### src/rtl/command_gated_block_capture_unit_defines.svh
// ----------------------------------------------------------------------------
// command_gated_block_capture_unit_defines
// assertion macros shared by the capture unit modules
// ----------------------------------------------------------------------------
`ifndef COMMAND_GATED_BLOCK_CAPTURE_UNIT_DEFINES_SVH
`define COMMAND_GATED_BLOCK_CAPTURE_UNIT_DEFINES_SVH

`ifndef SYNTHESIS

// condition implies consequence in the same cycle
`define CGBC_ASSERT_IMPL(label, clk, rst, cond, cons) \
  label: assert property (@(posedge clk) disable iff (rst) (cond) |-> (cons)) \
    else $error("cgbc assertion failed");

// condition implies consequence in the next cycle
`define CGBC_ASSERT_NEXT(label, clk, rst, cond, cons) \
  label: assert property (@(posedge clk) disable iff (rst) (cond) |=> (cons)) \
    else $error("cgbc assertion failed");

`else

`define CGBC_ASSERT_IMPL(label, clk, rst, cond, cons)
`define CGBC_ASSERT_NEXT(label, clk, rst, cond, cons)

`endif

`endif

### src/rtl/cgbc_pkg.sv
// ----------------------------------------------------------------------------
// cgbc_pkg
// types and constants of the command gated block capture unit
// ----------------------------------------------------------------------------
package cgbc_pkg;

  // command codes on the control link
  localparam logic [7:0] CMD_NAME   = 8'hF3;
  localparam logic [7:0] CMD_STOP   = 8'hE2;
  localparam logic [7:0] CMD_START  = 8'hD3;
  localparam logic [7:0] CMD_TAG_LO = 8'hC1;
  localparam logic [7:0] CMD_TAG_HI = 8'hC4;
  localparam logic [7:0] NAME_END   = 8'h00;

  localparam int PAYLOAD_W = 10;
  localparam logic [PAYLOAD_W-1:0] PAYLOAD_RESET = 10'd504;

  localparam int ADDR_W  = 14;
  localparam int RBLK_W  = 5;
  localparam int NIDX_W  = 4;
  localparam int TAG_W   = 3;

  // queue between front and back
  localparam int QUEUE_DEPTH = 2;
  localparam int QPTR_W      = 1;
  localparam int QCNT_W      = 2;

  typedef enum logic [2:0] {
    KIND_DATA,
    KIND_NAME,
    KIND_STOP,
    KIND_START,
    KIND_TAG,
    KIND_NONE
  } kind_t;

  typedef struct packed {
    kind_t            kind;
    logic [7:0]       data;
    logic [TAG_W-1:0] tag;
  } item_t;

  // first member sits in the top bits, so mem_write lands at bit 0
  typedef struct packed {
    logic [TAG_W-1:0]  tag_code;
    logic              stop_event;
    logic              start_event;
    logic              name_done;
    logic [NIDX_W-1:0] name_index;
    logic              name_write;
    logic [RBLK_W-1:0] ready_block;
    logic              block_ready;
    logic [7:0]        out_byte;
    logic [ADDR_W-1:0] mem_address;
    logic              mem_write;
  } result_t;

endpackage

### src/rtl/cgbc_front.sv
// ----------------------------------------------------------------------------
// cgbc_front
// input stage: takes bytes from the stream and decodes their kind
// ----------------------------------------------------------------------------
module cgbc_front (
  input  logic              clk,
  input  logic              rst,
  input  logic              s_tvalid,
  output logic              s_tready,
  input  logic [7:0]        s_tdata,   // byte_in
  input  logic              s_tuser,   // operation
  output logic              q_push,
  input  logic              q_ready,
  output cgbc_pkg::item_t   q_item
);

  logic            held;
  cgbc_pkg::item_t item;
  cgbc_pkg::item_t item_next;

  assign s_tready = !held || q_ready;
  assign q_push   = held && q_ready;
  assign q_item   = item;

  always_comb begin
    item_next.data = s_tdata;
    // tag codes C1..C4 carry the tag number in their low bits
    item_next.tag  = s_tdata[cgbc_pkg::TAG_W-1:0];
    if (s_tuser) begin
      item_next.kind = cgbc_pkg::KIND_DATA;
    end else if (s_tdata == cgbc_pkg::CMD_NAME) begin
      item_next.kind = cgbc_pkg::KIND_NAME;
    end else if (s_tdata == cgbc_pkg::CMD_STOP) begin
      item_next.kind = cgbc_pkg::KIND_STOP;
    end else if (s_tdata == cgbc_pkg::CMD_START) begin
      item_next.kind = cgbc_pkg::KIND_START;
    end else if (s_tdata >= cgbc_pkg::CMD_TAG_LO && s_tdata <= cgbc_pkg::CMD_TAG_HI) begin
      item_next.kind = cgbc_pkg::KIND_TAG;
    end else begin
      item_next.kind = cgbc_pkg::KIND_NONE;
    end
  end

  always_ff @(posedge clk) begin
    if (rst) begin
      held <= 1'b0;
    end else if (s_tvalid && s_tready) begin
      held <= 1'b1;
    end else if (q_ready) begin
      held <= 1'b0;
    end
  end

  always_ff @(posedge clk) begin
    if (s_tvalid && s_tready) begin
      item <= item_next;
    end
  end

endmodule

### src/rtl/cgbc_queue.sv
// ----------------------------------------------------------------------------
// cgbc_queue
// short fifo of decoded items between front and back
// ----------------------------------------------------------------------------
`include "command_gated_block_capture_unit_defines.svh"

module cgbc_queue (
  input  logic            clk,
  input  logic            rst,
  input  logic            push,
  output logic            push_ready,
  input  cgbc_pkg::item_t push_item,
  output logic            pop_valid,
  input  logic            pop,
  output cgbc_pkg::item_t pop_item
);

  cgbc_pkg::item_t                   entry [cgbc_pkg::QUEUE_DEPTH];
  logic [cgbc_pkg::QPTR_W-1:0]       wr_ptr;
  logic [cgbc_pkg::QPTR_W-1:0]       rd_ptr;
  logic [cgbc_pkg::QCNT_W-1:0]       count;

  assign push_ready = count != cgbc_pkg::QCNT_W'(cgbc_pkg::QUEUE_DEPTH);
  assign pop_valid  = count != '0;
  assign pop_item   = entry[rd_ptr];

  always_ff @(posedge clk) begin
    if (rst) begin
      wr_ptr <= '0;
      rd_ptr <= '0;
      count  <= '0;
    end else begin
      if (push) begin
        wr_ptr <= wr_ptr + 1'b1;
      end
      if (pop) begin
        rd_ptr <= rd_ptr + 1'b1;
      end
      if (push && !pop) begin
        count <= count + 1'b1;
      end else if (pop && !push) begin
        count <= count - 1'b1;
      end
    end
  end

  always_ff @(posedge clk) begin
    if (push) begin
      entry[wr_ptr] <= push_item;
    end
  end

  `CGBC_ASSERT_IMPL(a_no_overflow, clk, rst, push, push_ready)
  `CGBC_ASSERT_IMPL(a_no_underflow, clk, rst, pop, pop_valid)
  `CGBC_ASSERT_NEXT(a_count_up, clk, rst, push && !pop, count == $past(count) + 1'b1)

endmodule

### src/rtl/cgbc_back.sv
// ----------------------------------------------------------------------------
// cgbc_back
// execution stage: keeps capture state, forms one result per item
// ----------------------------------------------------------------------------
`include "command_gated_block_capture_unit_defines.svh"

module cgbc_back #(
  parameter int BLOCK_COUNT = 20,
  parameter int BLOCK_BYTES = 512,
  parameter int NAME_LEN    = 10
) (
  input  logic                              clk,
  input  logic                              rst,
  input  logic                              cfg_valid,
  input  logic [cgbc_pkg::PAYLOAD_W-1:0]    cfg_data,
  input  logic                              q_valid,
  output logic                              q_pop,
  input  cgbc_pkg::item_t                   q_item,
  output logic                              m_tvalid,
  input  logic                              m_tready,
  output cgbc_pkg::result_t                 m_tdata
);

  localparam int BW = (BLOCK_COUNT > 1) ? $clog2(BLOCK_COUNT) : 1;
  localparam int YW = $clog2(BLOCK_BYTES);
  localparam int NW = (NAME_LEN > 1) ? $clog2(NAME_LEN) : 1;
  localparam int CW = ($clog2(BLOCK_BYTES + 1) > cgbc_pkg::PAYLOAD_W) ?
                      $clog2(BLOCK_BYTES + 1) : cgbc_pkg::PAYLOAD_W;

  logic [cgbc_pkg::PAYLOAD_W-1:0] payload_bytes;
  logic                           listening, listening_next;
  logic                           capturing, capturing_next;
  logic [BW-1:0]                  block_pos, block_pos_next;
  logic [YW-1:0]                  byte_pos, byte_pos_next;
  logic [NW-1:0]                  name_pos, name_pos_next;

  logic [CW-1:0]                  eff_payload;
  logic [CW-1:0]                  byte_inc;
  logic [BW:0]                    block_inc;
  logic [NW:0]                    name_inc;
  logic [31:0]                    addr_full;
  cgbc_pkg::result_t              res;

  assign q_pop = q_valid && (!m_tvalid || m_tready);

  // zero counts as one, anything beyond the block size is clamped
  always_comb begin
    if (payload_bytes == '0) begin
      eff_payload = CW'(1);
    end else if (CW'(payload_bytes) > CW'(BLOCK_BYTES)) begin
      eff_payload = CW'(BLOCK_BYTES);
    end else begin
      eff_payload = CW'(payload_bytes);
    end
  end

  assign byte_inc  = CW'(byte_pos) + CW'(1);
  assign block_inc = {1'b0, block_pos} + 1'b1;
  assign name_inc  = {1'b0, name_pos} + 1'b1;
  assign addr_full = 32'(block_pos) * 32'(BLOCK_BYTES) + 32'(byte_pos);

  always_comb begin
    res            = '0;
    listening_next = listening;
    capturing_next = capturing;
    block_pos_next = block_pos;
    byte_pos_next  = byte_pos;
    name_pos_next  = name_pos;
    if (q_item.kind == cgbc_pkg::KIND_DATA) begin
      if (listening) begin
        res.mem_write   = 1'b1;
        res.mem_address = addr_full[cgbc_pkg::ADDR_W-1:0];
        res.out_byte    = q_item.data;
        if (byte_inc >= eff_payload) begin
          res.block_ready = 1'b1;
          res.ready_block = cgbc_pkg::RBLK_W'(block_pos);
          byte_pos_next   = '0;
          if (32'(block_inc) >= BLOCK_COUNT) begin
            block_pos_next = '0;
          end else begin
            block_pos_next = BW'(block_inc);
          end
        end else begin
          byte_pos_next = YW'(byte_inc);
        end
      end
    end else if (capturing) begin
      // every command byte goes to the name store, the terminating zero too
      res.name_write = 1'b1;
      res.name_index = cgbc_pkg::NIDX_W'(name_pos);
      res.out_byte   = q_item.data;
      if (q_item.data == cgbc_pkg::NAME_END) begin
        res.name_done  = 1'b1;
        name_pos_next  = '0;
        capturing_next = 1'b0;
      end else if (32'(name_inc) >= NAME_LEN) begin
        name_pos_next = '0;
      end else begin
        name_pos_next = NW'(name_inc);
      end
    end else begin
      unique case (q_item.kind)
        cgbc_pkg::KIND_NAME: begin
          capturing_next = 1'b1;
        end
        cgbc_pkg::KIND_STOP: begin
          res.stop_event = 1'b1;
          listening_next = 1'b0;
        end
        cgbc_pkg::KIND_START: begin
          res.start_event = 1'b1;
          listening_next  = 1'b1;
          block_pos_next  = '0;
          byte_pos_next   = '0;
        end
        cgbc_pkg::KIND_TAG: begin
          res.tag_code = q_item.tag;
        end
        default: begin
        end
      endcase
    end
  end

  always_ff @(posedge clk) begin
    if (rst) begin
      payload_bytes <= cgbc_pkg::PAYLOAD_RESET;
    end else if (cfg_valid) begin
      payload_bytes <= cfg_data;
    end
  end

  always_ff @(posedge clk) begin
    if (rst) begin
      listening <= 1'b0;
      capturing <= 1'b0;
      block_pos <= '0;
      byte_pos  <= '0;
      name_pos  <= '0;
      m_tvalid  <= 1'b0;
    end else begin
      if (q_pop) begin
        listening <= listening_next;
        capturing <= capturing_next;
        block_pos <= block_pos_next;
        byte_pos  <= byte_pos_next;
        name_pos  <= name_pos_next;
        m_tvalid  <= 1'b1;
      end else if (m_tready) begin
        m_tvalid <= 1'b0;
      end
    end
  end

  always_ff @(posedge clk) begin
    if (q_pop) begin
      m_tdata <= res;
    end
  end

  `CGBC_ASSERT_IMPL(a_ready_needs_write, clk, rst, m_tvalid && m_tdata.block_ready, m_tdata.mem_write)
  `CGBC_ASSERT_IMPL(a_one_store, clk, rst, m_tvalid, !(m_tdata.mem_write && m_tdata.name_write))
  `CGBC_ASSERT_NEXT(a_done_ends_capture, clk, rst, q_pop && capturing && q_item.kind != cgbc_pkg::KIND_DATA && q_item.data == cgbc_pkg::NAME_END, !capturing && name_pos == '0)

endmodule

### src/rtl/command_gated_block_capture_unit.sv
// ----------------------------------------------------------------------------
// command_gated_block_capture_unit
// command gated byte capture into a ring of fixed size blocks
// ----------------------------------------------------------------------------
// Takes one byte per clock (tuser 0 = command byte, 1 = data byte) and gives
// exactly one result per byte, also one per clock; both rates hold only while
// the output is not stalled. A byte passes an input register, a two entry
// queue and the result register before its result appears; the position
// update loop in the back stage sets the rate. Data bytes are stored only
// while listening (after 0xD3, until 0xE2); 0xF3 opens a name capture ending
// on a zero byte; 0xC1..0xC4 report tags. payload_bytes may be written only
// while the unit is idle.
module command_gated_block_capture_unit #(
  parameter int BLOCK_COUNT = 20,
  parameter int BLOCK_BYTES = 512,
  parameter int NAME_LEN    = 10
) (
  input  logic        clk,
  input  logic        rst,
  input  logic        s_tvalid,
  output logic        s_tready,
  input  logic [7:0]  s_tdata,    // byte_in
  input  logic        s_tuser,    // operation
  output logic        m_tvalid,
  input  logic        m_tready,
  // mem_write, mem_address, out_byte, block_ready, ready_block, name_write,
  // name_index, name_done, start_event, stop_event, tag_code
  output logic [39:0] m_tdata,
  input  logic        cfg_valid,
  output logic        cfg_ready,
  input  logic [9:0]  cfg_data    // payload_bytes
);

  logic              q_push;
  logic              q_ready;
  cgbc_pkg::item_t   front_item;
  logic              q_valid;
  logic              q_pop;
  cgbc_pkg::item_t   back_item;
  cgbc_pkg::result_t result;

  assign cfg_ready = 1'b1;
  assign m_tdata   = result;

  cgbc_front u_front (
    .clk      (clk),
    .rst      (rst),
    .s_tvalid (s_tvalid),
    .s_tready (s_tready),
    .s_tdata  (s_tdata),
    .s_tuser  (s_tuser),
    .q_push   (q_push),
    .q_ready  (q_ready),
    .q_item   (front_item)
  );

  cgbc_queue u_queue (
    .clk        (clk),
    .rst        (rst),
    .push       (q_push),
    .push_ready (q_ready),
    .push_item  (front_item),
    .pop_valid  (q_valid),
    .pop        (q_pop),
    .pop_item   (back_item)
  );

  cgbc_back #(
    .BLOCK_COUNT (BLOCK_COUNT),
    .BLOCK_BYTES (BLOCK_BYTES),
    .NAME_LEN    (NAME_LEN)
  ) u_back (
    .clk       (clk),
    .rst       (rst),
    .cfg_valid (cfg_valid),
    .cfg_data  (cfg_data),
    .q_valid   (q_valid),
    .q_pop     (q_pop),
    .q_item    (back_item),
    .m_tvalid  (m_tvalid),
    .m_tready  (m_tready),
    .m_tdata   (result)
  );

endmodule

### config.mk
export PLATFORM = sky130hd
export DESIGN_NAME = command_gated_block_capture_unit
export DESIGN_NICKNAME = d
export VERILOG_FILES = /design/src/rtl/cgbc_pkg.sv /design/src/rtl/cgbc_front.sv /design/src/rtl/cgbc_queue.sv /design/src/rtl/cgbc_back.sv /design/src/rtl/command_gated_block_capture_unit.sv
export VERILOG_INCLUDE_DIRS = /design/src /design/src/rtl
export SDC_FILE = /design/constraint.sdc
export NUM_CORES = 1
export LEC_CHECK = 0
export BUFFER_PORTS_ARGS = -buffer_cell sky130_fd_sc_hd__buf_2
export CORE_MARGIN = 4
export CORE_UTILIZATION = 40
export DETAILED_ROUTE_END_ITERATION = 8
export PLACE_DENSITY_LB_ADDON = 0.3
export SETUP_SLACK_MARGIN = 0.5
export SLEW_MARGIN = 5
export SYNTH_ARGS = -nofsm -noshare
export SYNTH_HDL_FRONTEND = slang
export SYNTH_SLANG_ARGS = --single-unit
### constraint.sdc
create_clock -name clk -period 6.2 [get_ports clk]
set_clock_uncertainty 0.2 [all_clocks]
set_input_delay 0.62 -clock clk [delete_from_list [all_inputs] [get_ports clk]]
set_output_delay 0.62 -clock clk [all_outputs]
set_load 0.01 [all_outputs]
# Yosys cells after proc, flatten, opt, wreduce, memory -nomap -nowiden
# Memories as Yosys holds them, arrays and structs flattened. A register that Yosys moved wholly into a read port is not among the register bits.
# Index checks and enable logic that the tools add are counted.
# Widths: inputs -> output; s select.
[totals]
ram_bits = 28
mem_count = 1
output_inout_bits = 43
ff_bits = 90
word_cells = 130
[memory_table]
columns = ["name", "depth", "word_bits", "read_ports", "rd_clocked_by_memory_dff", "write_ports", "line_no", "source"]
rows = [
  ["u_queue.entry", 2, 14, 1, 1, 1, "cgbc_queue.sv:18", "cgbc_pkg::item_t entry [cgbc_pkg::QUEUE_DEPTH];"],
]
[op_classes]
addsub = 8
eq_ne = 11
reduce_logical = 33
mux = 41
magnitude_cmp = 6
n_bitwise = 3
[op_table]
columns = ["cell", "count"]
rows = [
  ["$mux 9", 5],
  ["$mux 5", 6],
  ["$eq 8x8->1 const B", 3],
  ["$mux 23", 1],
  ["$mux 10", 2],
  ["$mux 1", 18],
  ["$mux 8", 2],
  ["$add 14x9->14", 1],
  ["$reduce_bool 2->1", 6],
  ["$add 9x1->10 const B", 1],
  ["$ge 10x10->1", 1],
  ["$gt 10x10->1 const B", 1],
  ["$logic_not 10->1", 1],
  ["$ge 8x8->1 const B", 1],
  ["$le 8x8->1 const B", 1],
  ["$logic_not 8->1", 1],
  ["$mux 2", 4],
  ["$mux 4", 2],
  ["$reduce_and 4->1", 2],
  ["$add 5x1->6 const B", 1],
  ["$eq 3x2->1 const B", 2],
  ["$ge 6x5->1 const B", 1],
  ["$logic_and 1x1->1", 6],
  ["$ne 2x2->1 const B", 3],
  ["other kinds (19)", 30],
]

# Depth between registers and ports, before layout
# Gate-level depths: netlist of run 1.
[depth]
depth_word = 7
ltp_mapped = 11
ltp_nobuf = 11

# Hierarchy
# From an unflattened synthesis of run 1, not the netlist that was laid out.
[hier_totals]
cells_unflattened = 414
hier_area_um2 = 5072.4
[by_module_without_submodules]
columns = ["mod", "instances", "area_each_um2", "cells_per_inst", "seq_area_each_um2"]
rows = [
  ["cgbc_back", 1, 3363.2, 314, 1821.7],
  ["cgbc_queue", 1, 1213.7, 65, 940.9],
  ["cgbc_front", 1, 484.2, 33, 350.3],
  ["command_gated_block_capture_unit", 1, 11.3, 2, 0.0],
]

# Worst setup path before layout of run 1
# No wires, ideal clock.
[synth_timing]
path_type = "register to register"
start = "reg u_back.byte_pos[0]"
end = "reg u_back.byte_pos[1]"
path_slack_ps = 3422
arrival_ps = 2460
stages_incl_launch_ff = 12
setup_time_ps = 117
synth_period_minus_slack_ps = 2778
path_cell_list = "dfxtp_1 ha_1 nand3_1 nor2_1 nand3_1 xnor2_1 ha_1 nand4_1 nor2_1 a211o_1 nor2_1 a32o_1"
[synth_via]
elab_chain_len = 5
[synth_rtl]
columns = ["element", "line_no", "source"]
rows = [
  ["start: declaration", "cgbc_back.sv:34", "logic [YW-1:0] byte_pos, byte_pos_next;"],
  ["start signal: assignment", "cgbc_back.sv:146", "byte_pos <= byte_pos_next;"],
  ["$add 9x1->10 (*)", "cgbc_back.sv:57", "assign byte_inc = CW'(byte_pos) + CW'(1);"],
  ["$ge 10x10->1", "cgbc_back.sv:74", "if (byte_inc >= eff_payload) begin"],
  ["$mux 9 (*)", "cgbc_back.sv:74", ""],
  ["$mux 9 (*)", "cgbc_back.sv:70", "if (listening) begin"],
  ["$mux 9 (*)", "cgbc_back.sv:69", "if (q_item.kind == cgbc_pkg::KIND_DATA) begin"],
]
# Every way passes the cells marked *; elsewhere a longest branch is shown, timed or not. The select of a mux whose other input is x is not followed.
# A chain may end at the register's enable or synchronous reset.

# Final worst setup path of run 1
[layout_timing]
start = "reg u_back.byte_pos[0]"
end = "reg u_back.m_tdata[25] (netlist name)"
[layout_via]
elab_chain_len = 3
[layout_rtl]
columns = ["element", "line_no"]
rows = [
  ["$add 9x1->10", "cgbc_back.sv:57"],
  ["$ge 10x10->1", "cgbc_back.sv:74"],
  ["$reduce_and 3->1 (no line)", "-"],
]
# Every way passes these cells.

==> flow_summary.json, run 1 <==
{
  "outcome": "finished clean",
  "postCtsHoldBufs": 0,
  "worstSetupStartpointType": "flop",
  "synth_cell_types": 55,
  "synth-edff-count": 73,
  "arrival_ns": 3.09,
  "cts_buffers": 9,
  "fin_nets": 526,
  "ir_worst_vdd_uv": 163.3,
  "cts.path.max_buffers": 2,
  "drive_gt1_share_pct": 19.14,
  "yosysMostFrequentCell": "edfxtp_1",
  "die_area_sq_um": 14340,
  "crit_path_end_kind": "flop",
  "initial_core_util_pct": 41.25,
  "vias": 3324,
  "p_per_area_nw_per_um2": 351.5,
  "die_width_um": 119.8,
  "avgSynthCellArea_sq_um": 11.73,
  "synth-main-ff-cell": "edfxtp_1",
  "place_congestion": 0.8494,
  "fp.dieH_um": 119.8,
  "yosys.area.top_type_share_pct": 43.88,
  "portBuffers": 65,
  "clkLatencyLatePin_ns": 0.34,
  "post_cts_buffers": 0,
  "htreeDepth": 3,
  "synth-seq-cells": 110,
  "cts_resized": 0,
  "route.detailed.drc": 0,
  "slew_headroom_pct": 37.44,
  "num_rows": 40,
  "finalSetupViolCount": 0,
  "cap_violations": 0,
  "cts_sinks": 110,
  "wl_per_cell_um": 14.08,
  "io_pins": 67,
  "antenna_found_initial": 0,
  "clkTransAtPathRegs_ns": 0.07,
  "fin_area_sq_um": 5774,
  "syn_area_sq_um": 4996,
  "tns_ns": 0,
  "synthCells": 426,
  "n_fill_cell": 1144,
  "max_clock_freq_mhz": 314.1,
  "drt_iter0_drc": 185,
  "holdWs_ns": 0.2490,
  "fin_crit_ns": 3.183,
  "fin_crit_sh_pct": 51.35,
  "syn_nets": 466,
  "layout.area.seq_sq_um": 2933,
  "path_class": "flop to flop",
  "post-dp-hpwl_um": 6804,
  "antennaDiodeCount": 0,
  "grt-ovfl-total": 0,
  "fp.coreArea_sq_um": 12110,
  "dr.pass1.iters": 4,
  "yosys_warnings": 0,
  "place_area_sq_um": 5460,
  "ctsRootBufferMaster": "clkbuf_16",
  "finalHoldViolCount": 0,
  "grtUsageTotal_pct": 13.52,
  "hold_path_class": "flop to flop",
  "syn_to_final_growth_pct": 15.58,
  "async_flop_share_pct": 0,
  "worstMarginPinSlew_ns": 0.9371,
  "drtAntennaViolNets": 0,
  "via_per_inst": 5.044,
  "slew_violations": 0,
  "cts_tree": "built",
  "multi_input_area_sq_um": 1947,
  "p_leak_nw": 2.255,
  "grt_setup_unrepaired": "false",
  "routed_wl_um": 9276,
  "yosysTopAreaCell": "edfxtp_1",
  "grt_first_pass_wirelength_um": 15780,
  "yosys-top-cells-area": "edfxtp_1 44%, dfxtp_1 15%, mux2i_1 4.2%, ha_1 4.0%, nor2_1 3.2%",
  "grt_pass1_vias": 3290,
  "worstPathMaxFanout": 7,
  "yosysSeqAreaShare_pct": 58.70,
  "crit_required_ns": 6.10,
  "grt_max_degree": 45,
  "synthTopCellsByCount": "73 x edfxtp_1, 43 x nor2_1, 37 x dfxtp_1"
}
==> where the power goes <==
| part | switching, mW | internal, mW | leakage (nW) |
|---|---|---|---|
| clock | 0.271 | 0.323 | 0.150 |
| combinational | 0.253 | 0.157 | 1.10 |
| sequential | 0.0746 | 0.952 | 1.01 |
==> logic make-up after synthesis <==
group | count (synthesis) | synth area share [%]
simple gates | 172 | 17.76
buf+inv | 27 | 2.329
fa+ha+maj | 16 | 4.007
flops | 110 | 58.70
compound gates | 64 | 9.967
xor+xnor | 13 | 2.279
mux | 23 | 4.883
other cells | 1 | 0.07506
==> path summary, 6_finish.rpt <==
| kind | startpoint | end | slack [ns] | cells after the start |
|---|---|---|---|---|
| max | u_back.byte_pos[0]$_SDFFE_PP0P_ | u_back.m_tdata[25]$_SDFFCE_PN0P_ | 3.02 | 11 |
| min reg2reg | u_front.q_item[5]$_DFFE_PP_ | u_queue.entry[0][5]$_DFFE_PP_ | 0.25 | 0 |
| max reg2reg | u_back.byte_pos[0]$_SDFFE_PP0P_ | u_back.m_tdata[25]$_SDFFCE_PN0P_ | 3.02 | 11 |
| min | u_front.q_item[5]$_DFFE_PP_ | u_queue.entry[0][5]$_DFFE_PP_ | 0.25 | 0 |
==> layout by cell type (no fill, tap or decap), types with 3 or more instances in the layout <==
master     netlist  final
edfxtp_1        73     73
buf_2            2     65
nor2_1          43     43
dfxtp_1         37     37
nand2_1         32     32
mux2i_1         21     21
and2_1          17     17
nand3_1         17     17
ha_1            16     16
and3_1          14     14
o21ai_0         13     13
a21oi_1         13     13
inv_1            9      9
clkbuf_16        0      9
nand4_1          8      8
nand2b_1         7      7
nor3_1           7      7
nor4_1           7      7
xor2_1           7      7
xnor2_1          6      6
a31oi_1          6      6
o211ai_1         5      5
a21o_1           4      4
nor2b_1          4      4
a32o_1           4      4
nand3b_1         3      3
o31ai_1          3      3
or4_1            3      3
o2111ai_1        3      3
==> through the flow <==
stage | util, % | std cells | power, mW | worst slack [ns]
3_3_place_gp | 45.08 | 643 | 1.449 | 3.217
3_5_place_dp | 45.08 | 643 | 1.463 | 3.058
6_report | 47.68 | 659 | 2.030 | 3.017
2_1_floorplan | - | 426 | 1.312 | 3.422
4_1_cts | 47.68 | 659 | 2.060 | 3.034
5_1_grt | 47.68 | 659 | 2.149 | 2.744
==> cell type report <==
cell class | count | area share [%]
clock buffers | 9 | 3.900
repair buffers | 66 | 5.764
well taps | 168 | 3.640
multi-input cells | 289 | 33.72
flip-flops and latches | 110 | 50.79
inverters | 10 | 0.6501
clock inverters | 7 | 1.538
==> sequential cells by signal, summed over array words and instances, names as in the netlist, named ones only <==
signal                count
u_back.block_pos          5
u_back.byte_pos           9
u_back.capturing          1
u_back.listening          1
u_back.m_tdata           40
u_back.m_tvalid           1
u_back.name_pos           4
u_back.payload_bytes     10
u_front.held              1
u_front.q_item           11
u_queue.count             2
u_queue.entry            22
u_queue.rd_ptr            1
u_queue.wr_ptr            1
==> metal layers <==
| layer | track usage (%) | up-vias | routed length [um] |
|---|---|---|---|
| met5 | 0 | - | 0 |
| met1 | 18.21 | 1541 | 4407 |
| met4 | 4.796 | 0 | 140 |
| met3 | 3.534 | 11 | 462 |
| met2 | 21.15 | 68 | 4265 |
| li1 | - | 1704 | - |
==> critical path, stage by stage (launching register included) <==
cell and delay [ns]:
dfxtp_1 0.44, ha_1 0.25, nand3_1 0.16, nor2_1 0.21, nand3_1 0.12, xnor2_1 0.21, ha_1 0.28, o21ai_0 0.20
nor2_1 0.15, a211oi_4 0.31, nand2_1 0.19, and3_1 0.22
Power figures use the tool's default switching activity.
==> run 2: changes to the inputs <==
--- a/config.mk
+++ b/config.mk
@@ -6,6 +6,7 @@
 export SDC_FILE = /design/constraint.sdc
 export NUM_CORES = 1
 export LEC_CHECK = 0
+export ABC_AREA = 1
 export BUFFER_PORTS_ARGS = -buffer_cell sky130_fd_sc_hd__buf_2
 export CORE_MARGIN = 4
 export CORE_UTILIZATION = 40
==> constraint.sdc (replaced) <==
create_clock -name clk -period 2.6 [get_ports clk]
set_clock_uncertainty 0.2 [all_clocks]
set_input_delay 0.26 -clock clk [delete_from_list [all_inputs] [get_ports clk]]
set_output_delay 0.26 -clock clk [all_outputs]
set_load 0.01 [all_outputs]
==> run 2 against run 1 <==
  * Critical path depth is 3 higher
  * Non-clock buffer count up 32
  * Die area unchanged
  * Routed wire length is 5.1% higher
  * Final cell count rose by 22%
  * Synthesized area unchanged
  * Utilization up 4.3 points
==> flow_summary.json, run 2 <==
{
  "outcome": "finished clean",
  "crit_required_ns": 2.64,
  "die_area_sq_um": 14340,
  "syn_nets": 570,
  "yosysTopAreaCell": "edfxtp_1",
  "yosysMostFrequentCell": "nand2_1",
  "num_rows": 40,
  "cts_sinks": 110,
  "r2r_start": "u_back.byte_pos[1]$_SDFFE_PP0P_",
  "clkTransAtPathRegs_ns": 0.07,
  "synth_cell_types": 38,
  "final_cell_mix": "101 x nand2_1, 73 x edfxtp_1, 69 x nor2_1",
  "largest_reg_flops": 40,
  "finalSetupViolCount": 0,
  "internal_power_mw": 3.545,
  "use_met2_pct": 24.22,
  "antennaDiodeCount": 0,
  "tns_ns": 0,
  "post-place-ws_ns": -0.07647,
  "r2r_slack_ns": 0.08,
  "yosysSeqAreaShare_pct": 58.70,
  "startpoint": "u_back.byte_pos[1]$_SDFFE_PP0P_",
  "p_clk_share_pct": 26.9,
  "io_pins": 67,
  "synth-main-ff-cell": "edfxtp_1",
  "synthCells": 530,
  "portBuffers": 65,
  "grt_max_degree": 27,
  "cp_top_family": "simple AND/OR/NAND/NOR gates",
  "yosys_warnings": 0,
  "grt_setup_unrepaired": "true",
  "crit_cells": 14,
  "crit_end": "u_back.block_pos[2]$_SDFFE_PP0P_",
  "fin_crit_ns": 2.523,
  "fp.coreArea_sq_um": 12110,
  "drive_gt1_share_pct": 27.09,
  "ir_worst_vdd_uv": 371.9,
  "path_class": "flop to flop",
  "worstMarginPinSlew_ns": 0.5574,
  "wl_per_cell_um": 12.14,
  "fp.dieH_um": 119.8,
  "layout.cells.most_common": "nand2_1",
  "power_switching_mw": 1.649,
  "drtAntennaViolNets": 0,
  "fin_crit_sh_pct": 97.05,
  "initial_core_util_pct": 41.25,
  "dr.pass1.iters": 4,
  "crit_path_end_kind": "flop",
  "fin_nets": 670,
  "grt_pass1_vias": 3687,
  "synthTopCellsByCount": "112 x nand2_1, 74 x nor2_1, 73 x edfxtp_1",
  "via_per_inst": 4.643,
  "routed_wl_um": 9749,
  "place_area_sq_um": 5580,
  "reg2reg_to": "u_back.block_pos[2]$_SDFFE_PP0P_",
  "synth-seq-cells": 110,
  "slowest_stage": "dfxtp_4",
  "fin_area_sq_um": 6297,
  "vias": 3728,
  "p_leak_nw": 2.765,
  "yosys-top-cells-area": "edfxtp_1 44%, dfxtp_1 15%, nand2_1 8.4%, nor2_1 5.6%, inv_1 5.0%",
  "p_per_area_nw_per_um2": 824.9,
  "r2r_cells": 14,
  "p_seq_share_pct": 48.0,
  "antenna_found_initial": 0,
  "route.detailed.drc": 0,
  "worstPathMaxFanout": 8,
  "combPwrFrac_pct": 25.1,
  "cts.path.max_buffers": 2,
  "finalHoldViolCount": 0,
  "gr-usage-met1_pct": 17.76,
  "async_flop_share_pct": 0,
  "clkLatencyLatePin_ns": 0.34,
  "post-dp-hpwl_um": 6943,
  "hold_path_class": "input pin to flop",
  "critPathMaxStageDelay_ns": 0.38,
  "crit_chain": "inv_4, nor3_4, nand3_2, nor2_1, nand3_1, nor2_1, ha_1, a21o_1, nor2_4, nand4_1, nand2_2, nand2_1, nand2_1, nor2_1",
  "sw_frac_of_total_pct": 31.75,
  "yosys.area.top_type_share_pct": 43.88,
  "place_congestion": 0.8253,
  "grt-ovfl-total": 0,
  "path_buf_inv": 1,
  "syn_area_sq_um": 4996,
  "die_width_um": 119.8,
  "ctsRootBufferMaster": "clkbuf_16",
  "synth-edff-count": 73,
  "total_power_mw": 5.194,
  "slew_headroom_pct": 62.61,
  "busiest_layer": "met2",
  "slew_violations": 0,
  "grtUsageTotal_pct": 14.14,
  "fin_util_pct": 51.99,
  "cap_violations": 0,
  "regMostFlops": "u_back.m_tdata",
  "cts_tree": "built",
  "grt_first_pass_wirelength_um": 16620,
  "drt_iter0_drc": 207,
  "syn_to_final_growth_pct": 26.05,
  "max_clock_freq_mhz": 396.3,
  "met3_usage_pct": 2.168,
  "setup_slack_ns": 0.07674,
  "avgSynthCellArea_sq_um": 9.426,
  "worstSetupStartpointType": "flop",
  "cts_buffers": 9,
  "crit_top_cell": "nor2_1",
  "arrival_ns": 2.56,
  "htreeDepth": 3
}
-- run 2: changes by cell type in the layout (fill, tap and decap cells not counted), sizes merged, moves of 15 or more --
| cell | previous run | this run |
|---|---|---|
| nand2 | 32 | 123 |
| dlygate4sd3 | 0 | 17 |
| nand3 | 18 | 39 |
| buf | 66 | 81 |
| and2 | 17 | 2 |
| nor2 | 43 | 80 |
| inv | 12 | 74 |
| mux2i | 22 | 0 |
-- run 2: worst min-delay path by stage --
| stage | start | end | slack (ns) | depth (start not counted) |
|---|---|---|---|---|
| 2_1_floorplan | s_tdata[0] | u_front.q_item[0]$_DFFE_PP_ | 0.16 | 0 |
| 3_3_place_gp | u_front.q_item[13]$_SDFFCE_PP0P_ | u_queue.entry[1][13]$_DFFE_PP_ | 0.23 | 0 |
| 3_5_place_dp | u_front.q_item[8]$_DFFE_PP_ | u_queue.entry[0][8]$_DFFE_PP_ | 0.23 | 0 |
| 4_1_cts | cfg_data[0] | u_back.payload_bytes[0]$_SDFFE_PP0P_ | 0.001 | 3 |
| 5_1_grt | s_tuser | u_front.q_item[11]$_SDFFCE_PP0P_ | 0.01 | 2 |
| 6_report | cfg_data[0] | u_back.payload_bytes[0]$_SDFFE_PP0P_ | 0.008 | 3 |
-- run 2: worst register-to-register path: stages, from the launching register on --
cell and delay (ns):
dfxtp_4 0.38, inv_4 0.04, nor3_4 0.24, nand3_2 0.10
nor2_1 0.11, nand3_1 0.09, nor2_1 0.13, ha_1 0.26
a21o_1 0.19, nor2_4 0.12, nand4_1 0.16, nand2_2 0.19
nand2_1 0.08, nand2_1 0.07, nor2_1 0.05
-- run 2: cells by family after synthesis --
group                      synth area share, %
AOI/OAI and AO/OA                        5.735
xor gates and xnor gates                 1.578
adders and majority gates                4.007
buffers and inverters                    6.887
DFF                                      58.70
other                                  0.07506
and+or+nand+nor                          23.02
-- run 2: per-stage QoR --
stage	instances	hold slack (ns)
after CTS	798	0.001164
after global placement	760	0.2289
after floorplan	530	0.1589
after detailed placement	760	0.2319
after global routing	803	0.01030
final	803	0.007840
-- run 2: routing by layer --
metal / part of all wire [%] / vias up
li1: - / 1920
met3: 3.8 / 15
met4: 1.9 / 0
met5: 0 / -
met2: 50 / 78
met1: 45 / 1715
-- run 2: what timing repair did --
action	CTS	global route
endpoints found under the hold margin	17	0
cloned	1	0
hold buffers	17	0
pin swaps	18	14
gates resized for setup	21	29
endpoints found under the setup margin	36	32
buffers inserted	4	5
-- run 2: cell type report --
| type | count | area (sq um) |
|---|---|---|
| well taps | 168 | 210.2 |
| repair buffers | 98 | 628.1 |
| multi-input cells | 338 | 1923 |
| clock buffers | 10 | 239.0 |
| inverters | 73 | 281.5 |
| fillers | 1140 | 5814 |
| flip-flops and latches | 110 | 2948 |
| clock inverters | 6 | 67.56 |
-- run 2: power groups by stage --
stage	registers, mW	logic [mW]	clock network, mW
final	2.50	1.30	1.40
after global routing	2.54	1.46	1.51
after CTS	2.50	1.31	1.43
after detailed placement	2.54	1.27	0
after global placement	2.53	1.24	0
after floorplan	2.62	0.742	0
